`config.mk`:
```
export PLATFORM = sky130hd
export DESIGN_NAME = block_cache_lru_directory_top
export DESIGN_NICKNAME = d
export VERILOG_FILES = /design/src/design/bclru_pkg.sv /design/src/design/bclru_ctrl.sv /design/src/design/bclru_dpath.sv /design/src/design/block_cache_lru_directory_top.sv
export SDC_FILE = /design/constraint.sdc
export NUM_CORES = 2
export LEC_CHECK = 0
export BUFFER_PORTS_ARGS = -buffer_cell sky130_fd_sc_hd__clkbuf_2
export CELL_PAD_IN_SITES_DETAIL_PLACEMENT = 1
export CELL_PAD_IN_SITES_GLOBAL_PLACEMENT = 1
export CORE_ASPECT_RATIO = 1.5
export CORE_MARGIN = 5
export CORE_UTILIZATION = 30
export CTS_CLUSTER_SIZE = 40
export DETAILED_ROUTE_END_ITERATION = 16
export PLACE_DENSITY = 0.56
export SETUP_SLACK_MARGIN = 0.1
export SLEW_MARGIN = 20
export SYNTH_ARGS = -nofsm -noshare
export SYNTH_HDL_FRONTEND = slang
export SYNTH_HIERARCHICAL = 1
export SYNTH_SLANG_ARGS = --single-unit
```
`constraint.sdc`:
```
create_clock -name clk -period 11.8 [get_ports clk]
set_input_delay 0.59 -clock clk [delete_from_list [all_inputs] [get_ports clk]]
set_output_delay 0.59 -clock clk [all_outputs]
set_load 0.005 [all_outputs]
```
`src/design/bclru_pkg.sv`:
```
// Shared constants, outcome codes and controller/datapath interface types.
package bclru_pkg;

  localparam int SLOTS_DEF         = 64;
  localparam int BLOCK_BYTES_DEF   = 512;
  localparam int POSITION_BITS_DEF = 48;
  localparam int AGE_BITS_DEF      = 16;

  localparam int POS_W     = 48;
  localparam int SLOT_W    = 6;
  localparam int OUTCOME_W = 3;
  localparam int S_DATA_W  = 56;
  localparam int M_DATA_W  = 56;

  localparam logic OP_GET     = 1'b0;
  localparam logic OP_RELEASE = 1'b1;

  typedef enum logic [OUTCOME_W-1:0] {
    OUT_HIT      = 3'd0,
    OUT_FILL     = 3'd1,
    OUT_EVICT    = 3'd2,
    OUT_MISALIGN = 3'd3,
    OUT_RELEASE  = 3'd4
  } outcome_t;

  typedef struct packed {
    logic load;    // capture request beat, restart scan
    logic issue;   // read slot at scan counter
    logic commit;  // decide, update directory, load result register
  } cmd_t;

  typedef struct packed {
    logic req_rel;    // request is a release
    logic rel_oob;    // release names a slot beyond the directory
    logic scan_last;  // scan counter sits on the last slot
    logic rem_busy;   // alignment check still running
  } status_t;

endpackage

```
`src/design/bclru_ctrl.sv`:
```
// Sequencer: accept, slot scan, drain, commit; owns the result valid flag.
module bclru_ctrl (
  input  logic              clk,
  input  logic              rst,
  input  logic              s_tvalid,
  output logic              s_tready,
  output logic              m_tvalid,
  input  logic              m_tready,
  output bclru_pkg::cmd_t   cmd,
  input  bclru_pkg::status_t status
);

  typedef enum logic [1:0] {IDLE, SCAN, DRAIN, FIN} state_t;

  state_t state;
  logic   go;

  assign s_tready = (state == IDLE);
  assign go = (!m_tvalid || m_tready) && (status.req_rel || !status.rem_busy);

  always_comb begin
    cmd = '0;
    unique case (state)
      IDLE:    cmd.load   = s_tvalid;
      SCAN:    cmd.issue  = !status.rel_oob;
      DRAIN:   ;
      FIN:     cmd.commit = go;
      default: ;
    endcase
  end

  always_ff @(posedge clk) begin
    if (rst) begin
      state    <= IDLE;
      m_tvalid <= 1'b0;
    end else begin
      if (cmd.commit) begin
        m_tvalid <= 1'b1;
      end else if (m_tready) begin
        m_tvalid <= 1'b0;
      end
      unique case (state)
        IDLE: begin
          if (s_tvalid) state <= SCAN;
        end
        SCAN: begin
          if (status.rel_oob) state <= FIN;
          else if (status.scan_last) state <= DRAIN;
        end
        DRAIN: state <= FIN;
        FIN: begin
          if (go) state <= IDLE;
        end
        default: state <= IDLE;
      endcase
    end
  end

endmodule

```
`src/design/bclru_dpath.sv`:
```
// Directory datapath: tag and age memories, scan pipeline, alignment check, result register.
module bclru_dpath #(
  parameter int SLOTS         = bclru_pkg::SLOTS_DEF,
  parameter int BLOCK_BYTES   = bclru_pkg::BLOCK_BYTES_DEF,
  parameter int POSITION_BITS = bclru_pkg::POSITION_BITS_DEF,
  parameter int AGE_BITS      = bclru_pkg::AGE_BITS_DEF
) (
  input  logic                            clk,
  input  logic                            rst,
  input  logic [bclru_pkg::S_DATA_W-1:0]  in_data,
  input  logic                            in_user,
  input  bclru_pkg::cmd_t                 cmd,
  output bclru_pkg::status_t              status,
  output logic [bclru_pkg::M_DATA_W-1:0]  out_data,
  output logic [bclru_pkg::OUTCOME_W-1:0] out_user
);

  localparam int P = bclru_pkg::POS_W;
  localparam int S = bclru_pkg::SLOT_W;

  // count of trailing zero bits of a constant
  function automatic int low_zeros(input int b);
    int v;
    int n;
    v = b;
    n = 0;
    while ((v > 1) && (v[0] == 1'b0)) begin
      v = v >>> 1;
      n = n + 1;
    end
    return n;
  endfunction

  // inverse of an odd constant modulo 2^64, Newton iteration
  function automatic logic [63:0] odd_inverse(input logic [63:0] d);
    logic [63:0] x;
    x = d;
    for (int i = 0; i < 5; i++) begin
      x = x * (64'd2 - d * x);
    end
    return x;
  endfunction

  localparam int CW    = $clog2(SLOTS);
  localparam int TAG_W = (POSITION_BITS < bclru_pkg::POS_W) ? POSITION_BITS : bclru_pkg::POS_W;
  localparam int BZ    = low_zeros(BLOCK_BYTES);
  localparam int ODD   = BLOCK_BYTES >> BZ;
  localparam logic [63:0] LOW_MASK_X = (64'd1 << BZ) - 64'd1;
  localparam logic [63:0] INV_X      = odd_inverse(64'(ODD));
  localparam logic [63:0] LIM_X      = 64'hFFFF_FFFF_FFFF / 64'(ODD);
  localparam logic [P-1:0] LOW_MASK  = LOW_MASK_X[P-1:0];
  localparam logic [P-1:0] INV       = INV_X[P-1:0];
  localparam logic [P-1:0] LIM       = LIM_X[P-1:0];
  localparam int RCW = 2;
  localparam logic [CW-1:0]     LAST      = CW'(SLOTS - 1);
  localparam logic [RCW-1:0]    REM_STEPS = 2'd3;
  localparam logic [AGE_BITS-1:0] AGE_MAX = {AGE_BITS{1'b1}};

  // request
  logic              req_rel;
  logic [TAG_W-1:0]  req_pos;
  logic [S-1:0]      req_idx;
  logic              req_dirty;
  logic [CW-1:0]     idx_c;

  // directory
  logic [TAG_W-1:0]    tag_mem [SLOTS];
  logic [AGE_BITS-1:0] age_mem [SLOTS];
  logic [SLOTS-1:0]    slot_valid;
  logic                age_init;   // set once a release sweep has written every age

  // scan pipeline
  logic [CW-1:0]       cnt;
  logic                pipe_vld;
  logic [CW-1:0]       pipe_idx;
  logic [TAG_W-1:0]    tag_rd;
  logic [AGE_BITS-1:0] age_rd;
  logic [AGE_BITS-1:0] age_eff;
  logic [AGE_BITS-1:0] age_new;
  logic                age_we;

  // scan results
  logic                hit_found;
  logic [CW-1:0]       hit_idx;
  logic                empty_found;
  logic [CW-1:0]       empty_idx;
  logic [AGE_BITS-1:0] best_age;
  logic [CW-1:0]       lru_idx;
  logic [TAG_W-1:0]    rel_tag;
  logic                pipe_valid_bit;
  logic                pipe_is_idx;

  // alignment: low bits by mask; odd factor by multiplying with its inverse
  // mod 2^48, a multiple maps at or below LIM; three 16-bit chunks, top first
  logic [P-1:0]     pos_in;
  logic [P-1:0]     rem_y;
  logic [P-1:0]     rem_acc;
  logic [P-1:0]     rem_chunk;
  logic [RCW-1:0]   rem_cnt;
  logic             low_bad;
  logic             misaligned;

  // commit
  logic              rel_oob;
  logic              get_write;
  logic [CW-1:0]     tag_wa;
  logic              rel_store;

  assign idx_c      = CW'(req_idx);
  assign rel_oob    = req_rel && (32'(req_idx) >= 32'(SLOTS));
  assign misaligned = low_bad || (rem_acc > LIM);

  assign status.req_rel   = req_rel;
  assign status.rel_oob   = rel_oob;
  assign status.scan_last = (cnt == LAST);
  assign status.rem_busy  = (rem_cnt != '0);

  assign age_eff        = age_init ? age_rd : '0;
  assign pipe_valid_bit = slot_valid[pipe_idx];
  assign pipe_is_idx    = (pipe_idx == idx_c);
  assign age_we         = pipe_vld && req_rel;
  assign age_new        = pipe_is_idx ? '0 :
                          ((age_eff == AGE_MAX) ? AGE_MAX : age_eff + AGE_BITS'(1));
  assign pos_in         = P'(in_data[TAG_W-1:0]);
  assign rem_chunk      = {{(P-16){1'b0}}, rem_y[P-1:P-16]};

  assign get_write = cmd.commit && !req_rel && !misaligned && !hit_found;
  assign tag_wa    = empty_found ? empty_idx : lru_idx;
  assign rel_store = !rel_oob && req_dirty && slot_valid[idx_c];

  // request capture and scan counter
  always_ff @(posedge clk) begin
    if (cmd.load) begin
      req_rel   <= in_user;
      req_pos   <= in_data[TAG_W-1:0];
      req_idx   <= in_data[P+S-1:P];
      req_dirty <= in_data[P+S];
      cnt       <= '0;
    end else if (cmd.issue && (cnt != LAST)) begin
      cnt <= cnt + CW'(1);
    end
  end

  // memories: registered reads at the scan counter, writes from pipeline or commit
  always_ff @(posedge clk) begin
    if (cmd.issue) begin
      tag_rd   <= tag_mem[cnt];
      age_rd   <= age_mem[cnt];
      pipe_idx <= cnt;
    end
    if (age_we) age_mem[pipe_idx] <= age_new;
    if (get_write) tag_mem[tag_wa] <= req_pos;
  end

  always_ff @(posedge clk) begin
    if (rst) begin
      pipe_vld   <= 1'b0;
      slot_valid <= '0;
      age_init   <= 1'b0;
    end else begin
      pipe_vld <= cmd.issue;
      if (age_we && (pipe_idx == LAST)) age_init <= 1'b1;
      if (get_write) slot_valid[tag_wa] <= 1'b1;
    end
  end

  // scan evaluation: first hit, first empty, oldest (lowest index on ties)
  always_ff @(posedge clk) begin
    if (cmd.load) begin
      hit_found   <= 1'b0;
      empty_found <= 1'b0;
    end else if (pipe_vld) begin
      if (pipe_valid_bit && (tag_rd == req_pos) && !hit_found) begin
        hit_found <= 1'b1;
        hit_idx   <= pipe_idx;
      end
      if (!pipe_valid_bit && !empty_found) begin
        empty_found <= 1'b1;
        empty_idx   <= pipe_idx;
      end
      if ((pipe_idx == '0) || (age_eff > best_age)) begin
        best_age <= age_eff;
        lru_idx  <= pipe_idx;
      end
      if (pipe_is_idx) rel_tag <= tag_rd;
    end
  end

  always_ff @(posedge clk) begin
    if (rst) begin
      rem_cnt <= '0;
    end else if (cmd.load) begin
      rem_cnt <= REM_STEPS;
    end else if (rem_cnt != '0) begin
      rem_cnt <= rem_cnt - RCW'(1);
    end
  end

  always_ff @(posedge clk) begin
    if (cmd.load) begin
      rem_y   <= pos_in >> BZ;
      rem_acc <= '0;
      low_bad <= ((pos_in & LOW_MASK) != '0);
    end else if (rem_cnt != '0) begin
      rem_y   <= {rem_y[P-17:0], 16'b0};
      rem_acc <= {rem_acc[P-17:0], 16'b0} + (rem_chunk * INV);
    end
  end

  // result register
  always_ff @(posedge clk) begin
    if (cmd.commit) begin
      if (req_rel) begin
        out_user <= bclru_pkg::OUT_RELEASE;
        out_data <= {(rel_store ? P'(rel_tag) : {P{1'b0}}), rel_store, 1'b0, req_idx};
      end else if (misaligned) begin
        out_user <= bclru_pkg::OUT_MISALIGN;
        out_data <= '0;
      end else if (hit_found) begin
        out_user <= bclru_pkg::OUT_HIT;
        out_data <= {P'(req_pos), 1'b0, 1'b0, S'(hit_idx)};
      end else if (empty_found) begin
        out_user <= bclru_pkg::OUT_FILL;
        out_data <= {P'(req_pos), 1'b0, 1'b1, S'(empty_idx)};
      end else begin
        out_user <= bclru_pkg::OUT_EVICT;
        out_data <= {P'(req_pos), 1'b0, 1'b1, S'(lru_idx)};
      end
    end
  end

endmodule

```
`src/design/block_cache_lru_directory_top.sv`:
```
// Fully associative block cache directory with LRU-by-age replacement.
// Steps: accept the beat, scan every slot of the tag/age memory, drain, commit the result; a get's
//   alignment check finishes inside the scan.
// One item at a time: a new beat is accepted only after the last one's result is committed;
//   a release of a slot beyond the directory skips the scan and goes straight to commit.
// Reset: synchronous; clears slot valid bits and the age-written flag (ages read as zero).
module block_cache_lru_directory_top #(
  parameter int SLOTS         = bclru_pkg::SLOTS_DEF,
  parameter int BLOCK_BYTES   = bclru_pkg::BLOCK_BYTES_DEF,
  parameter int POSITION_BITS = bclru_pkg::POSITION_BITS_DEF,
  parameter int AGE_BITS      = bclru_pkg::AGE_BITS_DEF
) (
  input  logic                            clk,
  input  logic                            rst,
  input  logic                            s_tvalid,
  output logic                            s_tready,
  // block_position[47:0], slot_index[53:48], dirty[54], zero[55]
  input  logic [bclru_pkg::S_DATA_W-1:0]  s_tdata,
  // operation[0]
  input  logic [0:0]                      s_tuser,
  output logic                            m_tvalid,
  input  logic                            m_tready,
  // slot[5:0], fetch_request[6], store_request[7], position[55:8]
  output logic [bclru_pkg::M_DATA_W-1:0]  m_tdata,
  // outcome[2:0]
  output logic [bclru_pkg::OUTCOME_W-1:0] m_tuser
);

  bclru_pkg::cmd_t    cmd;
  bclru_pkg::status_t status;

  bclru_ctrl u_ctrl (
    .clk      (clk),
    .rst      (rst),
    .s_tvalid (s_tvalid),
    .s_tready (s_tready),
    .m_tvalid (m_tvalid),
    .m_tready (m_tready),
    .cmd      (cmd),
    .status   (status)
  );

  bclru_dpath #(
    .SLOTS         (SLOTS),
    .BLOCK_BYTES   (BLOCK_BYTES),
    .POSITION_BITS (POSITION_BITS),
    .AGE_BITS      (AGE_BITS)
  ) u_dpath (
    .clk      (clk),
    .rst      (rst),
    .in_data  (s_tdata),
    .in_user  (s_tuser[0]),
    .cmd      (cmd),
    .status   (status),
    .out_data (m_tdata),
    .out_user (m_tuser)
  );

  // result register is never overwritten while a beat waits
  a_commit_free: assert property (@(posedge clk) disable iff (rst)
    cmd.commit |-> (!m_tvalid || m_tready))
    else $error("commit while result beat pending");

  // one item in flight: no new beat right after an accept
  a_one_item: assert property (@(posedge clk) disable iff (rst)
    (s_tvalid && s_tready) |=> !s_tready)
    else $error("input accepted during scan");

  // fetch only on fill or eviction
  a_fetch_kind: assert property (@(posedge clk) disable iff (rst)
    (m_tvalid && m_tdata[6]) |->
      (m_tuser == bclru_pkg::OUT_FILL || m_tuser == bclru_pkg::OUT_EVICT))
    else $error("fetch on wrong outcome");

  // out-of-range release never touches the memories
  a_oob_noscan: assert property (@(posedge clk) disable iff (rst)
    cmd.issue |-> !status.rel_oob)
    else $error("scan issued for out-of-range release");

endmodule
```
==> results_dict.tcl <==
set metrics [dict create \
    status "completed" \
    antenna_found_initial 30 \
    hold_path_startpoint "s_tvalid" \
    crit_type "flip-flop to flip-flop" \
    synth-seq-cells 4443 \
    grt-ovfl-total 0 \
    hold_violations 0 \
    area_delta_synth_final_pct 15.27 \
    hold_class "input pin to flip-flop" \
    r2r-start "u_dpath/rem_cnt[1]$_SDFFE_PP0P_" \
    seq_area_frac_synth_pct 77.99 \
    fin_tns_setup_ns 0 \
    place_inst 14930 \
    fmax_mhz 176.0 \
    fin_hold_ws_ns 0.1724 \
    fin_skew_ns 0.06769 \
    finalSetupViolCount 0 \
    path_clk_slew_ns 0.06 \
    slew_headroom_pct 23.71 \
    grt_max_degree 114 \
    drt_iter0_markers 8472 \
    cts.sink_count 4443 \
    worstMarginPinSlew_ns 1.140 \
    yosysWarnings 6 \
    die_h_um 932.1 \
    vias_per_cell 5.208 \
    die_w_um 624.8 \
    arrival_ns 6.32 \
    routed-via-count 82180 \
    worst-path-buf-inv 7 \
    min_to "u_ctrl/state[1]$_SDFFE_PP0P_" \
    cap_violations 0 \
    synth_area_per_cell_um2 22.98 \
    synth_cells 7402 \
    required_ns 12.44 \
    die_area_um2 582300 \
    power.density_nw_per_um2 192.2 \
    ir_worst_vdd_mv 0.1461 \
    critPathMaxStageDelay_ns 0.88 \
    start_util_pct 30.10 \
    synth_fp_nets 7483 \
    min_period_ns 5.683 \
    coreArea_um2 565000 \
    place.gp.congestion 0.8469 \
    final.period_utilization_pct 48.16 \
    cts_root_buf "clkbuf_16" \
    top_level_ports 122 \
    clockBufferDepth 4 \
    critPathLaunch "u_dpath/rem_cnt[1]$_SDFFE_PP0P_" \
    hpwl_mm 295.2 \
    port_buffers 120 \
    cts_made_buffers 423 \
    critical_path.top_delay_family "buffers and inverters" \
    drtPass1Iterations 5 \
    worstPathMaxFanout 35 \
    rsz0062_at_grt "no" \
    startpoint_type "flip-flop" \
    grt_pass1_vias 86890 \
    drive_gt1_share_pct 29.02 \
    finalPower_mw 37.67 \
    reg2reg_to "u_dpath/tag_mem[52][3]$_DFFE_PP_" \
    cpMaxStageDelayCell "nor2_4" \
    leakage_nw 58.32 \
    cp_cell_sequence "inv_1, ha_1, inv_1, inv_1, o21a_1, nand2_1, inv_4, buf_4, and3_1, nand2_1, nor2_4, buf_4, buf_4" \
    synth_async_sr_flop_share_pct 0 \
    final_core_util_pct 34.69 \
    post_cts_resized 0 \
    r2r_slack_ns 6.12 \
    grt.total_usage_pct 17.48 \
    routed_wl_mm 521.6 \
    grt_first_pass_wirelength_mm 718.5 \
    htree_levels 5 \
    cts_tree "built" \
    rr_worst_depth 13 \
    drc 0 \
    avgRoutedWirePerCell_um 33.05 \
    ys.flop_type "edfxtp_1" \
    yosysUniqueCellTypes 63 \
    ant_nets 0 \
    synth-edff-count 4364 \
    clock_latency_ns 1.04 \
    holdPathStages 5 \
    std_cell_rows 338 \
    layoutNonFillerInstCount 15780 \
    place_area_um2 181600 \
    drv_slew 0 \
    end_kind "flip-flop" \
    fin_nets 8019 \
    final_area_um2 196000 \
    dp_slack_ns 5.844 \
    timing.final.ws_setup_ns 6.117 \
    synth.cell_area_um2 170100 \
]
[layout make-up]
class / count / area (um^2)
Inverter: 39 / 148.9
Antenna cell: 7 / 17.52
Multi-Input combinational cell: 2516 / 36120
Clock inverter: 268 / 2668
Sequential cell: 4443 / 132600
Fill cell: 54910 / 369000
Tap cell: 7480 / 9359
Clock buffer: 511 / 11120
Timing Repair Buffer: 515 / 3936
[Yosys cell counts, types with 12 or more instances]
master	instances	area (um^2)
xnor2_1	30	262.8
a211oi_1	89	668.1
inv_1	37	138.9
mux2i_1	145	1451
a22oi_1	24	180.2
clkbuf_1	170	638.1
dfxtp_1	79	1582
o21ai_0	20	100.1
edfxtp_1	4364	131000
nor2_1	325	1220
nor4_1	15	93.84
nor3_1	12	60.06
xor2_1	41	359.1
mux2_2	22	247.7
a221o_1	20	200.2
buf_4	35	262.8
nand3_1	17	85.08
mux4_2	1187	26730
a22o_1	67	586.8
a21oi_1	112	560.5
ha_1	20	250.2
o22ai_1	84	525.5
nor2b_1	96	600.6
nand2_1	81	304.0
and2_1	17	106.4
buf_1	34	127.6
buf_2	155	775.7
[cells in the final DEF (no fill, tap or decap), types with 8 or more instances in the layout]
cell type | Yosys | layout
bufinv_16 | 0 | 39
clkinvlp_4 | 0 | 20
a22o_1 | 67 | 67
clkinv_8 | 0 | 8
xor2_1 | 41 | 41
and2_1 | 17 | 14
a221o_1 | 20 | 20
nor2b_1 | 96 | 95
buf_12 | 0 | 18
nand3_1 | 17 | 17
nor3_1 | 12 | 10
clkbuf_16 | 0 | 428
a22oi_1 | 24 | 24
nand4_1 | 10 | 10
clkinv_2 | 0 | 93
dfxtp_1 | 79 | 74
nand2_1 | 81 | 80
nor2_4 | 0 | 67
dlygate4sd3_1 | 0 | 58
ha_1 | 20 | 20
a21oi_4 | 0 | 14
xnor2_1 | 30 | 30
edfxtp_1 | 4364 | 4364
mux4_2 | 1187 | 1187
clkbuf_8 | 0 | 10
nor4_1 | 15 | 14
inv_6 | 0 | 9
a211oi_1 | 89 | 88
clkinv_1 | 1 | 82
o22ai_1 | 84 | 84
nor2_1 | 325 | 258
clkbuf_1 | 170 | 73
o21ai_0 | 20 | 20
inv_1 | 37 | 36
clkbuf_2 | 0 | 120
mux2i_1 | 145 | 145
mux2_2 | 22 | 22
a21oi_1 | 112 | 98
buf_4 | 35 | 319
[how the worst max path moves through the flow]
| stage | cells after the start | endpoint |
|---|---|---|
| 6_report | 13 | u_dpath/tag_mem[52][3]$_DFFE_PP_ |
| 5_1_grt | 13 | u_dpath/tag_mem[52][41]$_DFFE_PP_ |
| 4_1_cts | 13 | u_dpath/tag_mem[52][41]$_DFFE_PP_ |
| 3_5_place_dp | 11 | u_dpath/tag_mem[52][15]$_DFFE_PP_ |
| 3_3_place_gp | 11 | u_dpath/tag_mem[52][41]$_DFFE_PP_ |
| 2_1_floorplan | 10 | u_dpath/age_mem[0][14]$_DFFE_PP_ |
[flip-flops by register name, indices dropped and copies added, names as in the netlist, 16 cells and up]
| name | cells |
|---|---|
| u_dpath/tag_mem | 3072 |
| u_dpath/age_mem | 1024 |
| u_dpath/slot_valid | 64 |
| u_dpath/out_data | 56 |
| u_dpath/rel_tag | 48 |
| u_dpath/req_pos | 48 |
| u_dpath/tag_rd | 48 |
| u_dpath/age_rd | 16 |
| u_dpath/best_age | 16 |
[power breakdown]
| part | leakage (nW) | internal [mW] | switching (mW) |
|---|---|---|---|
| combinational | 11.6 | 2.58 | 3.20 |
| clock | 6.73 | 7.60 | 6.08 |
| sequential | 40.0 | 18.0 | 0.188 |
| total | 58.3 | 28.2 | 9.48 |
[worst min-delay path: stages]
cell      delay [ns]
clkbuf_2        0.09
inv_1           0.06
a22o_1          0.17
a21oi_1         0.08
mux2i_1         0.11
[what timing repair did]
| action | 4_1_cts | 5_1_grt |
|---|---|---|
| hold buffers | 58 | 0 |
| endpoints found under the hold margin | 58 | 0 |
| setup buffers | 0 | 0 |
[layer usage]
metal / GRT usage [%] / wire length [um]
met1: 21.95 / 202900
met4: 5.982 / 20200
met5: 0 / 108
met3: 2.399 / 28470
met2: 30.92 / 269900
[cells by family (layout without fill, tap and decap cells)]
logic type,count (synthesis),in the layout,synth area share [%]
flip-flops,4443,4443,77.99
multiplexers,1357,1357,16.77
AND/OR/NAND/NOR,610,610,1.645
AO/OA/AOI/OAI,457,457,1.874
buffers and inverters,443,1333,1.213
XOR/XNOR,71,71,0.3657
adder cells (fa/ha/maj),20,20,0.1471
other,1,8,0.002205
Note: power is estimated with default switching activity, not from simulation.
